==> src/sv/sensor_frame_sync_checksum_parser_unit_macros.svh <==
// Assertion macros for the sensor frame parser
`ifndef SENSOR_FRAME_SYNC_CHECKSUM_PARSER_UNIT_MACROS_SVH
`define SENSOR_FRAME_SYNC_CHECKSUM_PARSER_UNIT_MACROS_SVH

// same-cycle implication
`define SFSCP_ASSERT_SAME(lbl, ante, cons) \
  lbl: assert property (@(posedge clk) disable iff (rst) (ante) |-> (cons)) \
    else $error("sfscp assertion failed");

// next-cycle implication
`define SFSCP_ASSERT_NEXT(lbl, ante, cons) \
  lbl: assert property (@(posedge clk) disable iff (rst) (ante) |=> (cons)) \
    else $error("sfscp assertion failed");

`endif

==> src/sv/sfscp_pkg.sv <==
// Types and constants shared by the sensor frame parser
package sfscp_pkg;

  localparam int BYTE_W = 8;
  localparam int WORD_W = 16;
  localparam logic [BYTE_W-1:0] HEADER_RESET = 8'hAA;

  typedef struct packed {
    logic [WORD_W-1:0] hcho_hundredths;
    logic [WORD_W-1:0] co2_ppm;
  } result_t;

  typedef struct packed {
    logic shift;
    logic clear;
  } cell_ctrl_t;

  typedef struct packed {
    logic head_valid;
    logic skid_valid;
  } buf_status_t;

endpackage

==> src/sv/sfscp_if.sv <==
// Valid/ready channel interfaces for received bytes and parsed results
interface sfscp_rx_if;
  logic                         valid;
  logic                         ready;
  logic [sfscp_pkg::BYTE_W-1:0] rx_byte;

  modport source (output valid, output rx_byte, input ready);
  modport sink (input valid, input rx_byte, output ready);
endinterface

interface sfscp_res_if;
  logic                         valid;
  logic                         ready;
  logic [sfscp_pkg::WORD_W-1:0] hcho_hundredths;
  logic [sfscp_pkg::WORD_W-1:0] co2_ppm;

  modport source (output valid, output hcho_hundredths, output co2_ppm, input ready);
  modport sink (input valid, input hcho_hundredths, input co2_ppm, output ready);
endinterface

==> src/sv/sensor_frame_sync_checksum_parser_unit.sv <==
// Top level of the header-synchronized additive-checksum frame parser
//
//   channel  dir  transfer            payload
//   rx       in   rx.valid & ready    rx_byte[7:0]
//   res      out  res.valid & ready   hcho_hundredths[15:0], co2_ppm[15:0]
//   cfg      in   cfg_we              cfg_wdata[7:0] -> header_byte
//
// One byte per cycle while rx.ready is high; frame test and result capture
// happen at the byte's transfer edge, and the result is on res the next
// cycle unless an older result waits there, else it holds in the skid slot.
// The window is a chain of FRAME_LEN-1 cells that shift on each transfer; a
// running sum of the occupied cells gives the checksum.
// rx.ready drops only while the skid slot holds a second result.
// Synchronous reset empties the window and sets header_byte to 0xAA.
module sensor_frame_sync_checksum_parser_unit #(
  parameter int FRAME_LEN = 9
) (
  input  logic                         clk,
  input  logic                         rst,
  sfscp_rx_if.sink                     rx,
  sfscp_res_if.source                  res,
  input  logic                         cfg_we,
  input  logic [sfscp_pkg::BYTE_W-1:0] cfg_wdata
);

  `include "sensor_frame_sync_checksum_parser_unit_macros.svh"

  logic [sfscp_pkg::BYTE_W-1:0] header_byte;
  logic [sfscp_pkg::BYTE_W-1:0] psum;
  logic [sfscp_pkg::BYTE_W-1:0] psum_next;
  logic [sfscp_pkg::BYTE_W-1:0] cell_byte [FRAME_LEN-1];
  logic [FRAME_LEN-2:0]         cell_valid;
  logic [sfscp_pkg::BYTE_W-1:0] leaving;
  logic                         xfer;
  logic                         hit;
  sfscp_pkg::cell_ctrl_t        ctrl;
  sfscp_pkg::result_t           result;
  sfscp_pkg::buf_status_t       status;

  assign rx.ready = !status.skid_valid;
  assign xfer     = rx.valid && rx.ready;

  always_ff @(posedge clk) begin
    if (rst) begin
      header_byte <= sfscp_pkg::HEADER_RESET;
    end else if (cfg_we) begin
      header_byte <= cfg_wdata;
    end
  end

  assign hit = xfer && (&cell_valid) && (cell_byte[0] == header_byte)
               && (psum == rx.rx_byte);

  assign ctrl.shift = xfer;
  assign ctrl.clear = hit;

  for (genvar i = 0; i < FRAME_LEN - 1; i++) begin : g_cell
    if (i == FRAME_LEN - 2) begin : g_last
      sfscp_cell u_cell (
        .clk       (clk),
        .rst       (rst),
        .ctrl      (ctrl),
        .data_in   (rx.rx_byte),
        .valid_in  (1'b1),
        .data_out  (cell_byte[i]),
        .valid_out (cell_valid[i])
      );
    end else begin : g_mid
      sfscp_cell u_cell (
        .clk       (clk),
        .rst       (rst),
        .ctrl      (ctrl),
        .data_in   (cell_byte[i+1]),
        .valid_in  (cell_valid[i+1]),
        .data_out  (cell_byte[i]),
        .valid_out (cell_valid[i])
      );
    end
  end

  assign leaving = cell_valid[0] ? cell_byte[0] : '0;

  always_comb begin
    psum_next = psum;
    if (xfer) begin
      psum_next = hit ? '0 : psum - leaving + rx.rx_byte;
    end
  end

  always_ff @(posedge clk) begin
    if (rst) begin
      psum <= '0;
    end else begin
      psum <= psum_next;
    end
  end

  assign result.hcho_hundredths = {cell_byte[3], cell_byte[2]};
  assign result.co2_ppm         = {cell_byte[5], cell_byte[4]};

  sfscp_out_buf u_out_buf (
    .clk       (clk),
    .rst       (rst),
    .push      (hit),
    .push_data (result),
    .res       (res),
    .status    (status)
  );

  `SFSCP_ASSERT_SAME(a_skid_behind_head, status.skid_valid, status.head_valid)
  `SFSCP_ASSERT_NEXT(a_hit_shows_result, hit, res.valid)
  `SFSCP_ASSERT_NEXT(a_hit_empties_window, hit, (cell_valid == '0) && (psum == '0))

endmodule

==> src/sv/sfscp_cell.sv <==
// One window cell: a byte and its occupied flag, shifted toward the oldest end
module sfscp_cell (
  input  logic                         clk,
  input  logic                         rst,
  input  sfscp_pkg::cell_ctrl_t        ctrl,
  input  logic [sfscp_pkg::BYTE_W-1:0] data_in,
  input  logic                         valid_in,
  output logic [sfscp_pkg::BYTE_W-1:0] data_out,
  output logic                         valid_out
);

  logic [sfscp_pkg::BYTE_W-1:0] data;
  logic                         valid;

  always_ff @(posedge clk) begin
    if (rst) begin
      valid <= 1'b0;
    end else if (ctrl.shift) begin
      valid <= valid_in && !ctrl.clear;
    end
  end

  always_ff @(posedge clk) begin
    if (ctrl.shift) begin
      data <= data_in;
    end
  end

  assign data_out  = data;
  assign valid_out = valid;

endmodule

==> src/sv/sfscp_out_buf.sv <==
// Result output register with one skid slot
module sfscp_out_buf (
  input  logic                    clk,
  input  logic                    rst,
  input  logic                    push,
  input  sfscp_pkg::result_t      push_data,
  sfscp_res_if.source             res,
  output sfscp_pkg::buf_status_t  status
);

  sfscp_pkg::result_t head;
  sfscp_pkg::result_t skid;
  logic               head_valid;
  logic               skid_valid;
  logic               head_free;

  assign head_free = !head_valid || res.ready;

  always_ff @(posedge clk) begin
    if (rst) begin
      head_valid <= 1'b0;
      skid_valid <= 1'b0;
    end else if (head_free) begin
      head_valid <= skid_valid || push;
      skid_valid <= skid_valid && push;
    end else if (push) begin
      skid_valid <= 1'b1;
    end
  end

  always_ff @(posedge clk) begin
    if (head_free) begin
      head <= skid_valid ? skid : push_data;
      if (skid_valid && push) begin
        skid <= push_data;
      end
    end else if (push) begin
      skid <= push_data;
    end
  end

  assign res.valid           = head_valid;
  assign res.hcho_hundredths = head.hcho_hundredths;
  assign res.co2_ppm         = head.co2_ppm;
  assign status.head_valid   = head_valid;
  assign status.skid_valid   = skid_valid;

endmodule

==> src/flat_wrapper.sv <==
// flat-port wrapper written by rule: the top's interface ports become plain ports
module sensor_frame_sync_checksum_parser_unit_flat 
#(
  parameter int FRAME_LEN = 9
)
  (clk, rst, cfg_we, cfg_wdata, rx_valid, rx_rx_byte, rx_ready, res_valid, res_hcho_hundredths, res_co2_ppm, res_ready);
  sfscp_rx_if rx_i ();
  sfscp_res_if res_i ();
  input  logic clk;
  input  logic rst;
  input  logic cfg_we;
  input  logic [sfscp_pkg::BYTE_W-1:0] cfg_wdata;
  input wire logic [$bits(rx_i.valid)-1:0] rx_valid;
  input wire logic [$bits(rx_i.rx_byte)-1:0] rx_rx_byte;
  output wire logic [$bits(rx_i.ready)-1:0] rx_ready;
  output wire logic [$bits(res_i.valid)-1:0] res_valid;
  output wire logic [$bits(res_i.hcho_hundredths)-1:0] res_hcho_hundredths;
  output wire logic [$bits(res_i.co2_ppm)-1:0] res_co2_ppm;
  input wire logic [$bits(res_i.ready)-1:0] res_ready;
  assign rx_i.valid = rx_valid;
  assign rx_i.rx_byte = rx_rx_byte;
  assign rx_ready = rx_i.ready;
  assign res_valid = res_i.valid;
  assign res_hcho_hundredths = res_i.hcho_hundredths;
  assign res_co2_ppm = res_i.co2_ppm;
  assign res_i.ready = res_ready;
  sensor_frame_sync_checksum_parser_unit #(.FRAME_LEN(FRAME_LEN)) u_core (.clk(clk), .rst(rst), .rx(rx_i), .res(res_i), .cfg_we(cfg_we), .cfg_wdata(cfg_wdata));
endmodule
==> config.mk <==
export PLATFORM = sky130hd
export DESIGN_NAME = sensor_frame_sync_checksum_parser_unit_flat
export DESIGN_NICKNAME = d
export VERILOG_FILES = /design/src/sv/sfscp_pkg.sv /design/src/sv/sfscp_if.sv /design/src/sv/sensor_frame_sync_checksum_parser_unit.sv /design/src/sv/sfscp_cell.sv /design/src/sv/sfscp_out_buf.sv /design/src/flat_wrapper.sv
export VERILOG_INCLUDE_DIRS = /design/src /design/src/sv
export SDC_FILE = /design/constraint.sdc
export NUM_CORES = 1
export LEC_CHECK = 0
export BUFFER_PORTS_ARGS = -buffer_cell sky130_fd_sc_hd__buf_2
export CORE_MARGIN = 2
export CORE_UTILIZATION = 25
export CTS_CLUSTER_DIAMETER = 50
export DETAILED_ROUTE_END_ITERATION = 6
export GPL_TIMING_DRIVEN = 0
export PLACE_DENSITY_LB_ADDON = 0.15
export SYNTH_ARGS = -nofsm -noshare
export SYNTH_HDL_FRONTEND = slang
export SYNTH_SLANG_ARGS = --single-unit
==> constraint.sdc <==
create_clock -name clk -period 4.2 [get_ports clk]
set_clock_uncertainty 0.15 [all_clocks]
set_input_delay 0.42 -clock clk [delete_from_list [all_inputs] [get_ports clk]]
set_output_delay 0.42 -clock clk [all_outputs]
set_load 0.005 [all_outputs]
# Word-level counts from Yosys, hierarchy flattened
# Index checks and enable logic that the tools add are counted.
op_classes:
  add_sub_neg: 2
  n_eq_ne: 3
  n_mux: 8
  reduce_logical: 20
ops:
  columns: ["op", "n"]
  rows:
  - ["$mux W32", 4]
  - ["$eq A8 B8 Y1", 2]
  - ["$mux W8", 2]
  - ["$logic_and A1 B1 Y1", 12]
  - ["$add A8 B8 Y8", 1]
  - ["$reduce_and A8 Y1", 1]
  - ["$sub A8 B8 Y8", 1]
  - ["$logic_not A1 Y1", 3]
  - ["$logic_or A1 B1 Y1", 2]
  - ["$mux W1", 2]
  - ["$ne A2 B1 Y1 const B", 1]
  - ["$reduce_and A2 Y1", 1]
  - ["$reduce_bool A2 Y1", 1]
totals:
  ff_bits: 154
  input_bits: 21
  output_inout_bits: 34
  elab_cells: 57

# Longest topological paths before layout
logic_depth:
  depth_word: 8
  ltp_mapped: 11

# Modules after synthesis
# Synthesis repeated with hierarchy kept, for this count alone.
unflattened:
  cells_unflattened: 375
  hier_area_um2: 6233.5
modules_own_cells:
  columns: ["module", "instances", "cells_each", "area_per_inst_um2", "seq_area_each_um2"]
  rows:
  - ["sfscp_out_buf", 1, 112, 2549.9, 1961.9]
  - ["sfscp_cell", 8, 12, 282.8, 260.2]
  - ["sensor_frame_sync_checksum_parser_unit", 1, 167, 1421.4, 320.3]

# Least setup slack after synthesis
# Ideal clock, no wire load.
synth_path:
  kind: "input-to-reg"
  start: "in res_ready"
  end: "reg u_core.u_out_buf.skid[0] (netlist bit) (enable)"
  arrival_ps: 2894
  required_time_ps: 3629
  path_slack_ps: 735
  stages: 3
  n_path_buf: 0
  cell_sequence: "nand2b_1 and2_1 nor2_1"
synth_between:
  elab_chain_cells: 3
synth_lines:
  columns: ["item", "line", "text"]
  rows:
  - ["from (decl)", "flat_wrapper.sv:19", "input wire logic [$bits(res_i.ready)-1:0] res_ready;"]
  - ["$logic_or A1 B1 Y1 (*)", "sfscp_out_buf.sv:17", "assign head_free = !head_valid || res.ready;"]
  - ["$ne A2 B1 Y1 (no line) or $reduce_bool A2 Y1 (tied branches)", null, null]
  - ["$reduce_and A2 Y1 (no line) (*)", null, null]
  - ["to (signal assigned)", "sfscp_out_buf.sv:35", "skid <= push_data;"]
  - ["to (signal assigned)", "sfscp_out_buf.sv:38", "skid <= push_data;"]
  - ["to (decl)", "sfscp_out_buf.sv:12", "sfscp_pkg::result_t skid;"]
# Mark *: on every way between the ends. The rest lies on a longest branch, timed or not.
# A chain may end at the register's enable or synchronous reset.

# Final worst setup path
layout_path:
  start: "reg u_core.g_cell[0].g_mid.u_cell.valid"
  end: "reg u_core.psum[6] (netlist bit)"
layout_between:
  elab_chain_cells: 5
layout_lines:
  columns: ["item", "line", "text"]
  rows:
  - ["from (decl)", "sfscp_cell.sv:13", "logic valid;"]
  - ["from (signal assigned)", "sfscp_cell.sv:19", "valid <= valid_in && !ctrl.clear;"]
  - ["parallel branches: the longest is 4 deep, another holds $sub A8 B8 Y8", null, null]
  - ["$mux W8 (*)", "sensor_frame_sync_checksum_parser_unit.sv:86", "psum_next = hit ? '0 : psum - leaving + rx.rx_byte;"]
  - ["to (signal assigned)", "sensor_frame_sync_checksum_parser_unit.sv:94", "psum <= psum_next;"]
  - ["to (decl)", "sensor_frame_sync_checksum_parser_unit.sv:29", "logic [sfscp_pkg::BYTE_W-1:0] psum;"]
# Every way passes the cells marked *.

==> qor.txt <==
Quantity of hold-fixing buffers added after cts: 0
Final setup violation count: 0
Result of the run: finished, final reports clean
Filler cells: 2,382
Net Count, Synth: 402
Total via count in the routed design: 3,038
Flop and latch count out of synthesis: 154
Unrepaired setup endpoints after global routing: no
Commonest non-fill, non-tap cells in the layout: sky130_fd_sc_hd__edfxtp_1, sky130_fd_sc_hd__buf_2, sky130_fd_sc_hd__mux2_2
Post-synth cell types: 35
Maximum cell stage delay along the critical path: 510 ps
Library cell used as clock root buffer: sky130_fd_sc_hd__clkbuf_16
Clk sinks: 154
DRT antenna net count: 0
Primary FF master, synth: sky130_fd_sc_hd__edfxtp_1
Final-report max-slew violation count: 0
Port Buffers: 53
Critical Path Source Type: flop
Final worst setup slack: 1260 ps
Die area: 0.0250 mm2
Ports: 55
Clock tree from TritonCTS: done
Fin. Hold Viols: 0
Endpoint type of the worst setup path: flop
Fraction of layout cells with a size suffix above 1: 0.283
Maximum number of pins on one net before global-route repair: 39
Min Clock Period, post-route: 2940 ps
Max capacitance violation total: 0
Ratio of total power to cell area: 491 mW/mm2
Vias in the first global route: 3,179
CTS-repair resized insts: 0
Mean routed wirelength per cell: 15.1 um
Syn_area_per_cell: 16.2 um2
H-tree levels: 4
Detailed Route Iter0 Violations: 148
Starting utilization of the core area: 0.254
Overall overflow remaining after global route: 0
Slew at the pin closest to its max-slew limit: 932 ps
Sequential area share after synthesis: 0.735
Clock network latency to the later pin of the worst-skew pair: 420 ps
Worst-case hold slack: 83.8 ps
Area growth from synthesis to final layout: 21.4%
All-Layer GR Usage: 0.102
Maximum clock path buffer count: 2
Power spent charging and discharging nets: 0.000827 W
Required arrival time at the worst endpoint: 4360 ps
Leakage: 2.58 nW
Pre-CTS setup slack: 1230 ps
Area of the multi-input gates: 0.00142 mm2
Cell Area, Synth: 0.00594 mm2
Period utilisation layout: 0.699
Peak ir drop on the vdd network: 170 uV
DRC errors left: 0
HPWL after DPL: 7.79 mm
Class of the tightest hold or removal check: input port to flop
Worst rel slew slack: 0.379
Setup tns final: 0 ps
Vias/cell: 3.94
Clock transition time at the flip-flop clock pins of the worst setup and hold paths: 60 ps
Sum of routed wire length over all layers: 11.6 mm
CORE AREA: 0.0234 mm2
Antenna diode count: 0
Clock network power share: 0.394
Slowest-stage cell, CP: sky130_fd_sc_hd__fa_1
Internal Dissipation: 0.00271 W
CP arrival: 3100 ps
Antenna violations before repair: 1
Router iterations before antenna repair: 4
Critical Setup Path Class: flop to flop
Cells traversed along the worst timing path: and2_1 > fa_1 > inv_1 > fa_1 > a21oi_1 > o21ai_0 > o21a_1 > nor2_1 > xnor2_1 > a32o_1
Post-synth EDFFs: 128
Net count reported at finish: 477
Critical path's most frequent cell: sky130_fd_sc_hd__fa_1
Routability Congestion: 0.786
Post CTS Setup Buffer Count: 0
Width of the die: 158 um
Maximum clock rate: 340 MHz
Share of flip-flops with an asynchronous set or reset: 0
Total number of placement rows: 56
Most common cell after layout, fill and taps aside: sky130_fd_sc_hd__edfxtp_1
Number of cells produced by synthesis: 366
Wire length of the first global-routing pass: 18.2 mm
Vert. Die Dim: 158 um
Footprint of the flip-flops and latches: 0.00436 mm2
CP Max Fanout: 10
CTS buffer count: 17
Switching share of total power: 0.234
Power share of the combinational group: 0.103
Syn. warnings: 0
Relative contribution of sequential cells to total power: 0.503
registers in the layout, summed over array words and instances (netlist names):
signal and count:
u_core.g_cell.g_mid.u_cell.data_out 56, u_core.u_out_buf.skid 32, u_core.u_out_buf.res.co2_ppm 16, u_core.u_out_buf.res.hcho_hundredths 16, u_core.g_cell.g_last.u_cell.data_out 8, u_core.header_byte 8, u_core.psum 8, u_core.g_cell.g_mid.u_cell.valid_out 7
u_core.g_cell.g_last.u_cell.valid_out 1, u_core.u_out_buf.res.valid 1, u_core.u_out_buf.skid_valid 1
power by group through the flow:
stage	Combinational [W]	Sequential [W]	Clock, W
after floorplan	0.000270	0.00180	0
after global placement	0.000362	0.00181	0
after detailed placement	0.000366	0.00181	0
after CTS	0.000370	0.00178	0.00145
after global routing	0.000420	0.00179	0.00150
final	0.000364	0.00178	0.00139
worst max-delay path, delay by kind of cell (launching register included):
kind | cells | cell delay [ps]
flip-flops | 1 | 420
XOR/XNOR | 1 | 90
AO/OA/AOI/OAI | 4 | 800
AND/OR/NAND/NOR | 2 | 340
buffers and inverters | 1 | 70
adder cells (fa/ha/maj) | 2 | 970
synthesized netlist by cell type, types with 2 or more instances:
| cell | instances | share of area |
|---|---|---|
| sky130_fd_sc_hd__edfxtp_1 | 128 | 0.65 |
| sky130_fd_sc_hd__mux2_2 | 32 | 0.061 |
| sky130_fd_sc_hd__inv_1 | 28 | 0.018 |
| sky130_fd_sc_hd__dfxtp_1 | 26 | 0.088 |
| sky130_fd_sc_hd__a21oi_1 | 18 | 0.015 |
| sky130_fd_sc_hd__nand2_1 | 17 | 0.011 |
| sky130_fd_sc_hd__xnor2_1 | 15 | 0.022 |
| sky130_fd_sc_hd__nand3_1 | 14 | 0.012 |
| sky130_fd_sc_hd__nor2_1 | 11 | 0.0070 |
| sky130_fd_sc_hd__and2_1 | 8 | 0.0084 |
| sky130_fd_sc_hd__clkbuf_1 | 8 | 0.0051 |
| sky130_fd_sc_hd__ha_1 | 8 | 0.017 |
| sky130_fd_sc_hd__xor2_1 | 8 | 0.012 |
| sky130_fd_sc_hd__fa_1 | 7 | 0.024 |
| sky130_fd_sc_hd__a211o_1 | 4 | 0.0059 |
| sky130_fd_sc_hd__mux2i_1 | 4 | 0.0067 |
| sky130_fd_sc_hd__nand4_1 | 4 | 0.0042 |
| sky130_fd_sc_hd__nor2b_1 | 4 | 0.0042 |
| sky130_fd_sc_hd__o21ai_0 | 4 | 0.0034 |
| sky130_fd_sc_hd__o21a_1 | 2 | 0.0025 |
| sky130_fd_sc_hd__o31ai_1 | 2 | 0.0025 |
kinds of logic after synthesis:
group | Yosys count | synth area share
fa+ha+maj | 16 | 0.0424
compound gates | 32 | 0.0325
xor+xnor | 23 | 0.0339
mux | 36 | 0.0674
simple gates | 65 | 0.0611
flops | 154 | 0.735
buf+inv | 40 | 0.0276
routing by layer:
| layer | up-vias | share of wire | global-route usage | routed length (um) |
|---|---|---|---|---|
| met5 | - | 0.0011 | 0 | 13 |
| met3 | 8 | 0.048 | 0.0367 | 563 |
| met4 | 2 | 0.0093 | 0.0313 | 108 |
| met1 | 1487 | 0.46 | 0.129 | 5360 |
| met2 | 63 | 0.48 | 0.162 | 5600 |
| li1 | 1478 | - | - | - |
final timing paths:
kind	from	endpoint	slack [ps]	depth (start not counted)
worst max-delay path	u_core.g_cell[0].g_mid.u_cell.valid_out$_SDFFE_PP0P_	u_core.psum[6]$_SDFFE_PP0P_	1260	10
worst min-delay path	cfg_wdata[7]	u_core.header_byte[7]$_SDFFE_PP1P_	80	2
worst max register to register	u_core.g_cell[0].g_mid.u_cell.valid_out$_SDFFE_PP0P_	u_core.psum[6]$_SDFFE_PP0P_	1260	10
worst min register to register	u_core.g_cell[1].g_mid.u_cell.data_out[7]$_DFFE_PP_	u_core.g_cell[0].g_mid.u_cell.data_out[7]$_DFFE_PP_	270	0
metrics by stage:
stage | power [W] | area (um2) | cells | utilization
after global routing | 0.00371 | 7210 | 771 | 0.308
final | 0.00354 | 7210 | 771 | 0.308
after CTS | 0.00360 | 7210 | 771 | 0.308
after floorplan | 0.00207 | 5940 | 366 | -
after detailed placement | 0.00218 | 6680 | 741 | 0.285
after global placement | 0.00218 | 6600 | 738 | 0.282
layout make-up:
cell class | instances | area share
Sequential cell | 154 | 0.605
Multi-Input combinational cell | 172 | 0.197
Clock buffer | 18 | 0.0595
Tap cell | 319 | 0.0554
Timing Repair Buffer | 56 | 0.0462
Inverter | 29 | 0.0158
Clock inverter | 12 | 0.0139
Buffer | 11 | 0.00712
Power figures use the tool's default switching activity.
